[src/hdl/sbge_pkg.sv]
package sbge_pkg;

    localparam int ID_W   = 15;
    localparam int WORD_W = 16;
    localparam int BYTE_W = 8;
    localparam int DATA_W = 16;

    // configuration register indexes
    localparam logic [1:0] CFG_AIR_ID     = 2'd0;
    localparam logic [1:0] CFG_REMOVED_ID = 2'd1;

    localparam logic [6:0] GROUP_MASK = 7'h7F;

    typedef logic [1:0] t_cfg_index;

    typedef struct packed {
        logic [ID_W-1:0] block_id;
        logic            segment_start;
    } t_in_beat;

    typedef struct packed {
        logic [BYTE_W-1:0] out_byte;
        logic              last_byte;
    } t_out_beat;

    // status of the record queue as seen by its two sides
    typedef struct packed {
        logic full;
        logic empty;
    } t_q_status;

endpackage

[src/hdl/sbge_fifo.sv]
module sbge_fifo
    import sbge_pkg::*;
#(
    parameter int WIDTH = 32,
    parameter int DEPTH = 4
) (
    input  logic             i_clk,
    input  logic             i_rst_n,
    input  logic             i_push,
    input  logic [WIDTH-1:0] i_data,
    input  logic             i_pop,
    output logic [WIDTH-1:0] o_data,
    output t_q_status        o_status
);

    localparam int PTR_W = (DEPTH > 1) ? $clog2(DEPTH) : 1;
    localparam int CNT_W = $clog2(DEPTH + 1);

    logic [WIDTH-1:0] r_mem [DEPTH];
    logic [PTR_W-1:0] r_wr_ptr, n_wr_ptr;
    logic [PTR_W-1:0] r_rd_ptr, n_rd_ptr;
    logic [CNT_W-1:0] r_count, n_count;

    function automatic logic [PTR_W-1:0] next_ptr(input logic [PTR_W-1:0] p);
        logic [PTR_W-1:0] r;
        if (p == PTR_W'(DEPTH - 1)) begin
            r = '0;
        end else begin
            r = p + PTR_W'(1);
        end
        return r;
    endfunction

    always_comb begin
        n_wr_ptr = i_push ? next_ptr(r_wr_ptr) : r_wr_ptr;
        n_rd_ptr = i_pop ? next_ptr(r_rd_ptr) : r_rd_ptr;
        n_count  = r_count;
        if (i_push && !i_pop) begin
            n_count = r_count + CNT_W'(1);
        end else if (!i_push && i_pop) begin
            n_count = r_count - CNT_W'(1);
        end
    end

    always_ff @(posedge i_clk) begin
        if (!i_rst_n) begin
            r_wr_ptr <= '0;
            r_rd_ptr <= '0;
            r_count  <= '0;
        end else begin
            r_wr_ptr <= n_wr_ptr;
            r_rd_ptr <= n_rd_ptr;
            r_count  <= n_count;
        end
    end

    always_ff @(posedge i_clk) begin
        if (i_push) begin
            r_mem[r_wr_ptr] <= i_data;
        end
    end

    assign o_data         = r_mem[r_rd_ptr];
    assign o_status.full  = (r_count == CNT_W'(DEPTH));
    assign o_status.empty = (r_count == '0);

endmodule

[src/hdl/sbge_front.sv]
module sbge_front
    import sbge_pkg::*;
#(
    parameter int GAP_WIDTH = 16
) (
    input  logic                        i_clk,
    input  logic                        i_rst_n,
    input  logic                        i_in_valid,
    input  t_in_beat                    i_in_beat,
    input  t_q_status                   i_q_status,
    output logic                        o_in_stall,
    input  logic                        i_cfg_valid,
    input  t_cfg_index                  i_cfg_index,
    input  logic [DATA_W-1:0]           i_cfg_data,
    output logic                        o_push,
    output logic [GAP_WIDTH+WORD_W-1:0] o_record
);

    logic [ID_W-1:0]      r_air_id;
    logic [ID_W-1:0]      r_removed_id;
    logic [GAP_WIDTH-1:0] r_gap, n_gap;
    logic                 r_was_air, n_was_air;

    logic                 accept;
    logic                 is_air;
    logic                 skip;
    logic [GAP_WIDTH-1:0] base_gap;
    logic                 base_air;
    logic                 flag;

    assign o_in_stall = i_q_status.full;
    assign accept     = i_in_valid && !i_q_status.full;

    // a segment start clears the run before the id is classified
    assign base_gap = i_in_beat.segment_start ? '0 : r_gap;
    assign base_air = i_in_beat.segment_start ? 1'b0 : r_was_air;
    assign is_air   = (i_in_beat.block_id == r_air_id);
    assign skip     = is_air || (i_in_beat.block_id == r_removed_id);
    assign flag     = !base_air && (base_gap != '0);

    always_comb begin
        n_gap     = r_gap;
        n_was_air = r_was_air;
        if (accept) begin
            if (skip) begin
                n_gap     = base_gap + GAP_WIDTH'(1);
                n_was_air = is_air;
            end else begin
                n_gap     = '0;
                n_was_air = base_air;
            end
        end
    end

    always_ff @(posedge i_clk) begin
        if (!i_rst_n) begin
            r_gap        <= '0;
            r_was_air    <= 1'b0;
            r_air_id     <= ID_W'(0);
            r_removed_id <= ID_W'(1);
        end else begin
            r_gap     <= n_gap;
            r_was_air <= n_was_air;
            if (i_cfg_valid) begin
                case (i_cfg_index)
                    CFG_AIR_ID:     r_air_id     <= i_cfg_data[ID_W-1:0];
                    CFG_REMOVED_ID: r_removed_id <= i_cfg_data[ID_W-1:0];
                    default: ;
                endcase
            end
        end
    end

    assign o_push   = accept && !skip;
    assign o_record = {base_gap, flag, i_in_beat.block_id};

endmodule

[src/hdl/sbge_back.sv]
module sbge_back
    import sbge_pkg::*;
#(
    parameter int GAP_WIDTH = 16
) (
    input  logic                        i_clk,
    input  logic                        i_rst_n,
    input  t_q_status                   i_q_status,
    input  logic [GAP_WIDTH+WORD_W-1:0] i_record,
    output logic                        o_pop,
    output logic                        o_out_valid,
    output t_out_beat                   o_out_beat,
    input  logic                        i_out_stall
);

    typedef enum logic [1:0] {
        PH_GAP,
        PH_LOW,
        PH_HIGH
    } t_phase;

    t_phase               r_phase, n_phase;
    logic                 r_busy, n_busy;
    logic [GAP_WIDTH-1:0] r_gap, n_gap;
    logic [WORD_W-1:0]    r_word, n_word;
    logic                 r_out_valid, n_out_valid;
    t_out_beat            r_out, n_out;

    logic                 can_load;
    logic                 adv;
    logic                 more;
    logic                 done;
    logic                 pop;

    assign can_load = !r_out_valid || !i_out_stall;
    assign adv      = r_busy && can_load;
    assign more     = |r_gap[GAP_WIDTH-1:7];

    always_comb begin
        n_phase     = r_phase;
        n_busy      = r_busy;
        n_gap       = r_gap;
        n_word      = r_word;
        n_out_valid = r_out_valid;
        n_out       = r_out;
        done        = 1'b0;

        if (can_load) begin
            n_out_valid = adv;
        end
        if (adv) begin
            unique case (r_phase)
                PH_GAP: begin
                    n_out.out_byte  = {more, r_gap[6:0] & GROUP_MASK};
                    n_out.last_byte = 1'b0;
                    n_gap           = r_gap >> 7;
                    if (!more) begin
                        n_phase = PH_LOW;
                    end
                end
                PH_LOW: begin
                    n_out.out_byte  = r_word[BYTE_W-1:0];
                    n_out.last_byte = 1'b0;
                    n_phase         = PH_HIGH;
                end
                PH_HIGH: begin
                    n_out.out_byte  = r_word[WORD_W-1:BYTE_W];
                    n_out.last_byte = 1'b1;
                    done            = 1'b1;
                    n_busy          = 1'b0;
                end
                default: begin
                    n_busy = 1'b0;
                end
            endcase
        end

        pop = !i_q_status.empty && (!r_busy || done);
        if (pop) begin
            n_gap   = i_record[GAP_WIDTH+WORD_W-1:WORD_W];
            n_word  = i_record[WORD_W-1:0];
            n_phase = PH_GAP;
            n_busy  = 1'b1;
        end
    end

    always_ff @(posedge i_clk) begin
        if (!i_rst_n) begin
            r_phase     <= PH_GAP;
            r_busy      <= 1'b0;
            r_out_valid <= 1'b0;
        end else begin
            r_phase     <= n_phase;
            r_busy      <= n_busy;
            r_out_valid <= n_out_valid;
        end
        r_gap  <= n_gap;
        r_word <= n_word;
        r_out  <= n_out;
    end

    assign o_pop       = pop;
    assign o_out_valid = r_out_valid;
    assign o_out_beat  = r_out;

endmodule

[src/hdl/sparse_block_gap_encoder.sv]
// path: a record is queued, loaded into the back's registers, then registered as bytes
// throughput: one id beat per cycle unless the queue is full; skipped ids emit nothing
// output: one byte per cycle if not stalled; 3 to ceil(GAP_WIDTH/7)+2 bytes per record;
// the byte serialiser sets the sustained rate when records follow each other closely
// reset: synchronous active-low clears gap count, kind, queue and output valid;
// air id resets to 0 and removed id to 1
module sparse_block_gap_encoder
    import sbge_pkg::*;
#(
    parameter int GAP_WIDTH = 16
) (
    input  logic              i_clk,
    input  logic              i_rst_n,
    // block id stream
    input  logic              i_in_valid,
    input  t_in_beat          i_in_beat,
    output logic              o_in_stall,
    // encoded byte stream
    output logic              o_out_valid,
    output t_out_beat         o_out_beat,
    input  logic              i_out_stall,
    // register writes
    input  logic              i_cfg_valid,
    output logic              o_cfg_ready,
    input  t_cfg_index        i_cfg_index,
    input  logic [DATA_W-1:0] i_cfg_data
);

    // a record is the gap count and the 16-bit id word (flag in bit 15)
    localparam int REC_W   = GAP_WIDTH + WORD_W;
    // room for a short burst of solid blocks while bytes drain
    localparam int Q_DEPTH = 4;

    logic             push;
    logic             pop;
    logic [REC_W-1:0] rec_in;
    logic [REC_W-1:0] rec_out;
    t_q_status        q_status;

    // registers are plain flops, so a write is always taken
    assign o_cfg_ready = 1'b1;

    // front: classify each id, keep the run count and kind, build records
    sbge_front #(
        .GAP_WIDTH (GAP_WIDTH)
    ) u_front (
        .i_clk       (i_clk),
        .i_rst_n     (i_rst_n),
        .i_in_valid  (i_in_valid),
        .i_in_beat   (i_in_beat),
        .i_q_status  (q_status),
        .o_in_stall  (o_in_stall),
        .i_cfg_valid (i_cfg_valid),
        .i_cfg_index (i_cfg_index),
        .i_cfg_data  (i_cfg_data),
        .o_push      (push),
        .o_record    (rec_in)
    );

    // record queue decouples id intake from byte output
    sbge_fifo #(
        .WIDTH (REC_W),
        .DEPTH (Q_DEPTH)
    ) u_queue (
        .i_clk    (i_clk),
        .i_rst_n  (i_rst_n),
        .i_push   (push),
        .i_data   (rec_in),
        .i_pop    (pop),
        .o_data   (rec_out),
        .o_status (q_status)
    );

    // back: varint groups low first, then id low and high byte
    sbge_back #(
        .GAP_WIDTH (GAP_WIDTH)
    ) u_back (
        .i_clk       (i_clk),
        .i_rst_n     (i_rst_n),
        .i_q_status  (q_status),
        .i_record    (rec_out),
        .o_pop       (pop),
        .o_out_valid (o_out_valid),
        .o_out_beat  (o_out_beat),
        .i_out_stall (i_out_stall)
    );

endmodule

[config.mk]
export PLATFORM = sky130hd
export DESIGN_NAME = sparse_block_gap_encoder
export DESIGN_NICKNAME = d
export VERILOG_FILES = /design/src/hdl/sbge_pkg.sv /design/src/hdl/sbge_fifo.sv /design/src/hdl/sbge_front.sv /design/src/hdl/sbge_back.sv /design/src/hdl/sparse_block_gap_encoder.sv
export SDC_FILE = /design/constraint.sdc
export NUM_CORES = 1
export LEC_CHECK = 0
export ABC_AREA = 1
export BUFFER_PORTS_ARGS = -buffer_cell sky130_fd_sc_hd__buf_2
export CORE_ASPECT_RATIO = 0.7
export CORE_UTILIZATION = 55
export DETAILED_ROUTE_END_ITERATION = 10
export GPL_TIMING_DRIVEN = 0
export PLACE_DENSITY = 0.69
export SYNTH_ARGS = -nofsm -noshare
export SYNTH_HDL_FRONTEND = slang
export SYNTH_SLANG_ARGS = --single-unit
[constraint.sdc]
create_clock -name i_clk -period 4.15 [get_ports i_clk]
set_clock_uncertainty 0.05 [all_clocks]
set_input_delay 0.83 -clock i_clk [delete_from_list [all_inputs] [get_ports i_clk]]
set_output_delay 0.83 -clock i_clk [all_outputs]
set_load 0.02 [all_outputs]
==> results.json <==
{
  "drive_gt1_share_pct": 11.4,
  "vias_per_cell": 5.42,
  "clock_sinks": 229,
  "dr.pass1.iters": 5,
  "die_x_um": 162,
  "fin_crit_sh_pct": 71.6,
  "worst-endpoint-arrival_ns": 3.31,
  "cpLargestDelayFamily": "buffers and inverters",
  "period_needed_ns": 2.97,
  "synthDistinctLibCells": 38,
  "slew_violations": 0,
  "grt_start_max_net_pins": 26,
  "p_leak_nw": 4.27,
  "status": "completed",
  "grt_pass1_wl_um": 35300,
  "sequentialPowerShare_pct": 45.0,
  "crit_path_end_kind": "register",
  "crit_slowest_cell": "clkbuf_1",
  "p_comb_share_pct": 25.1,
  "rows": 40,
  "io_pins": 51,
  "track_usage_pct": 25.2,
  "num_vias": 7076,
  "synth_area_per_cell_um2": 9.99,
  "rsz0062_at_grt": "no",
  "p_total_mw": 6.95,
  "critical_path_class": "register to register",
  "synth_flop_cell": "edfxtp_1",
  "sw_frac_of_total_pct": 31.5,
  "overflow": 0,
  "fmax_ghz": 0.337,
  "drv_cap": 0,
  "clk_path_buf_depth": 3,
  "synth_nets": 1034,
  "setup_viol": 0,
  "ys_ff_latch": 229,
  "dieArea_um2": 18400,
  "place_worst_setup_slack_ns": 1.01,
  "area_delta_synth_final_pct": 14.6,
  "crit_top_cell": "nand2_1",
  "synth.largest_area_cell": "edfxtp_1",
  "antenna_left": 0,
  "setup_ws_ns": 1.18,
  "power.internal_mw": 4.76,
  "n_antenna_cell": 0,
  "htree_levels": 1,
  "p_sw_mw": 2.19,
  "crit_chain": "inv_1 -> ha_1 -> buf_2 -> nand2_1 -> nand2_1 -> nand2_1 -> clkbuf_1 -> ha_1 -> inv_1 -> fa_1 -> a21oi_1 -> o21ai_0 -> o21ai_0 -> a21oi_1",
  "finish.instance_area_um2": 11200,
  "post_cts_resized": 0,
  "start_util_pct": 56.6,
  "yosys_warnings": 0,
  "hold_class": "register to register",
  "grt_pass1_vias": 6564,
  "synth_top_area_share_pct": 51.8,
  "crit_fanout": 10,
  "ys_seq_area_share_pct": 64.0,
  "fin_nets": 1112,
  "setup-tns-final_ns": 0,
  "core_um2": 17300,
  "p_per_area_nw_per_um2": 619,
  "die_y_um": 114,
  "synthCells": 981,
  "wl_um": 22500,
  "whs_ns": 0.421,
  "cp.required_ns": 4.49,
  "synth_edf_count": 169,
  "fillerInstances": 1438,
  "peakVddDrop_mv": 0.310,
  "gp_congestion": 0.927,
  "critical_path.startpoint_type": "register",
  "synth_top_cells_by_area": "edfxtp_1, dfxtp_1, nand2_1",
  "placed_cell_area_um2": 10500,
  "hold_violations": 0,
  "slowest_delay_ns": 0.55,
  "tightest_slew_ns": 1.26,
  "cts_hold_repair.buffers": 0,
  "ctsRootBufferMaster": "clkbuf_16",
  "postCtsSetupBuffers": 0,
  "clkTransAtPathRegs_ns": 0.06,
  "post_drt_wl_per_cell_um": 17.2,
  "cts_tree": "built",
  "cts_buffers": 23,
  "async_flop_share_pct": 0,
  "port_buffers": 48,
  "max_slew_margin_pct": 16.3,
  "drt_iter0_markers": 730,
  "drc": 0,
  "netlist_area_um2": 9800,
  "hpwl_um": 15500,
  "clk_latency_ns": 0.51,
  "worst-path-buf-inv": 4,
  "antenna_found_initial": 0,
  "p_clk_share_pct": 29.9
}
final timing paths:
kind / from / to / slack, ns / depth (start not counted)
worst max register to register: u_back.r_phase[0] / u_queue.r_count[2] / 1.18 / 14
worst min register to register: u_front.r_removed_id[10] / u_front.r_removed_id[10] / 0.42 / 2
worst max-delay path: u_back.r_phase[0] / u_queue.r_count[2] / 1.18 / 14
worst min-delay path: u_front.r_removed_id[10] / u_front.r_removed_id[10] / 0.42 / 2
worst reg2reg max path, cell delays in order, from the launching register on:
cell and delay, ns:
dfxtp_1 0.39, inv_1 0.10, ha_1 0.19, buf_2 0.19
nand2_1 0.09, nand2_1 0.05, nand2_1 0.09, clkbuf_1 0.55
ha_1 0.28, inv_1 0.07, fa_1 0.37, a21oi_1 0.14
o21ai_0 0.10, o21ai_0 0.16, a21oi_1 0.05
cell usage in the layout, fill, tap and decap left out, types with 2 or more instances in the layout:
cell	instances
buf_2	55
clkbuf_1	41
a31oi_1	13
buf_4	2
xor2_1	6
ha_1	13
buf_16	3
o21ai_0	105
nor2_2	2
nand2_2	2
clkinv_1	2
clkbuf_16	23
bufinv_16	3
nor2_1	158
o21ai_1	2
dfxtp_1	60
nor3_1	4
inv_1	90
nand2_1	166
inv_2	4
nand3_2	12
nand3_1	27
clkbuf_8	3
clkinv_2	2
nand4_1	5
buf_6	2
xnor2_1	6
nor2_4	4
o22ai_1	21
edfxtp_1	169
buf_12	2
a21oi_1	56
Yosys cell counts, types with 13 or more instances:
library cell	number
nand2_1	166
dfxtp_1	60
inv_1	90
clkbuf_1	32
o21ai_0	106
a31oi_1	13
o22ai_1	21
nand3_1	27
a21oi_1	56
edfxtp_1	169
ha_1	13
nor2_1	162
power groups by stage:
stage,registers (mW),clock network [mW],logic [mW]
after floorplan,3.18,0,1.06
final,3.13,2.08,1.74
after CTS,3.13,2.10,1.74
after global routing,3.17,2.19,1.94
after detailed placement,3.17,0,1.73
after global placement,3.19,0,1.64
per-layer routing:
metal	share of wire, %	global-route usage, %
met1	51	40.5
met2	41	36.7
met3	7.0	3.20
met4	1.3	4.91
met5	0	0
sequential cells by signal, indices dropped and copies added (netlist names), named ones only:
name                  flops
u_back.r_phase            2
u_back.r_word            16
u_queue.r_wr_ptr          2
u_back.r_busy             1
u_front.r_gap            16
u_back.o_out_beat         9
u_queue.r_mem           128
u_front.r_removed_id     15
u_front.r_was_air         1
u_queue.r_count           3
u_back.r_gap             16
u_back.o_out_valid        1
u_front.r_air_id         15
u_queue.r_rd_ptr          2
layout make-up:
type	count	area, µm²	area share [%]
timing repair buffer	53	354	3.15
inverter	96	363	3.23
multi-input combinational	613	2990	26.6
tap	231	289	2.57
buffer	43	201	1.79
sequential	229	6280	55.9
clock inverter	6	104	0.925
clock buffer	35	651	5.79
logic make-up after synthesis:
| family | after synthesis | share of synthesized area, % |
|---|---|---|
| simple gates | 383 | 16.2 |
| flops | 229 | 64.0 |
| compound gates | 203 | 11.0 |
| buf+inv | 139 | 5.76 |
| fa+ha+maj | 14 | 1.86 |
| xor+xnor | 12 | 1.07 |
| other cells | 1 | 0.0383 |
metrics by stage:
step	utilization, %	instances
after floorplan	-	981
after global placement	59.7	1260
after detailed placement	60.5	1265
after CTS	64.8	1306
after global routing	64.8	1306
final	64.8	1306
Power figures use the tool's default switching activity.
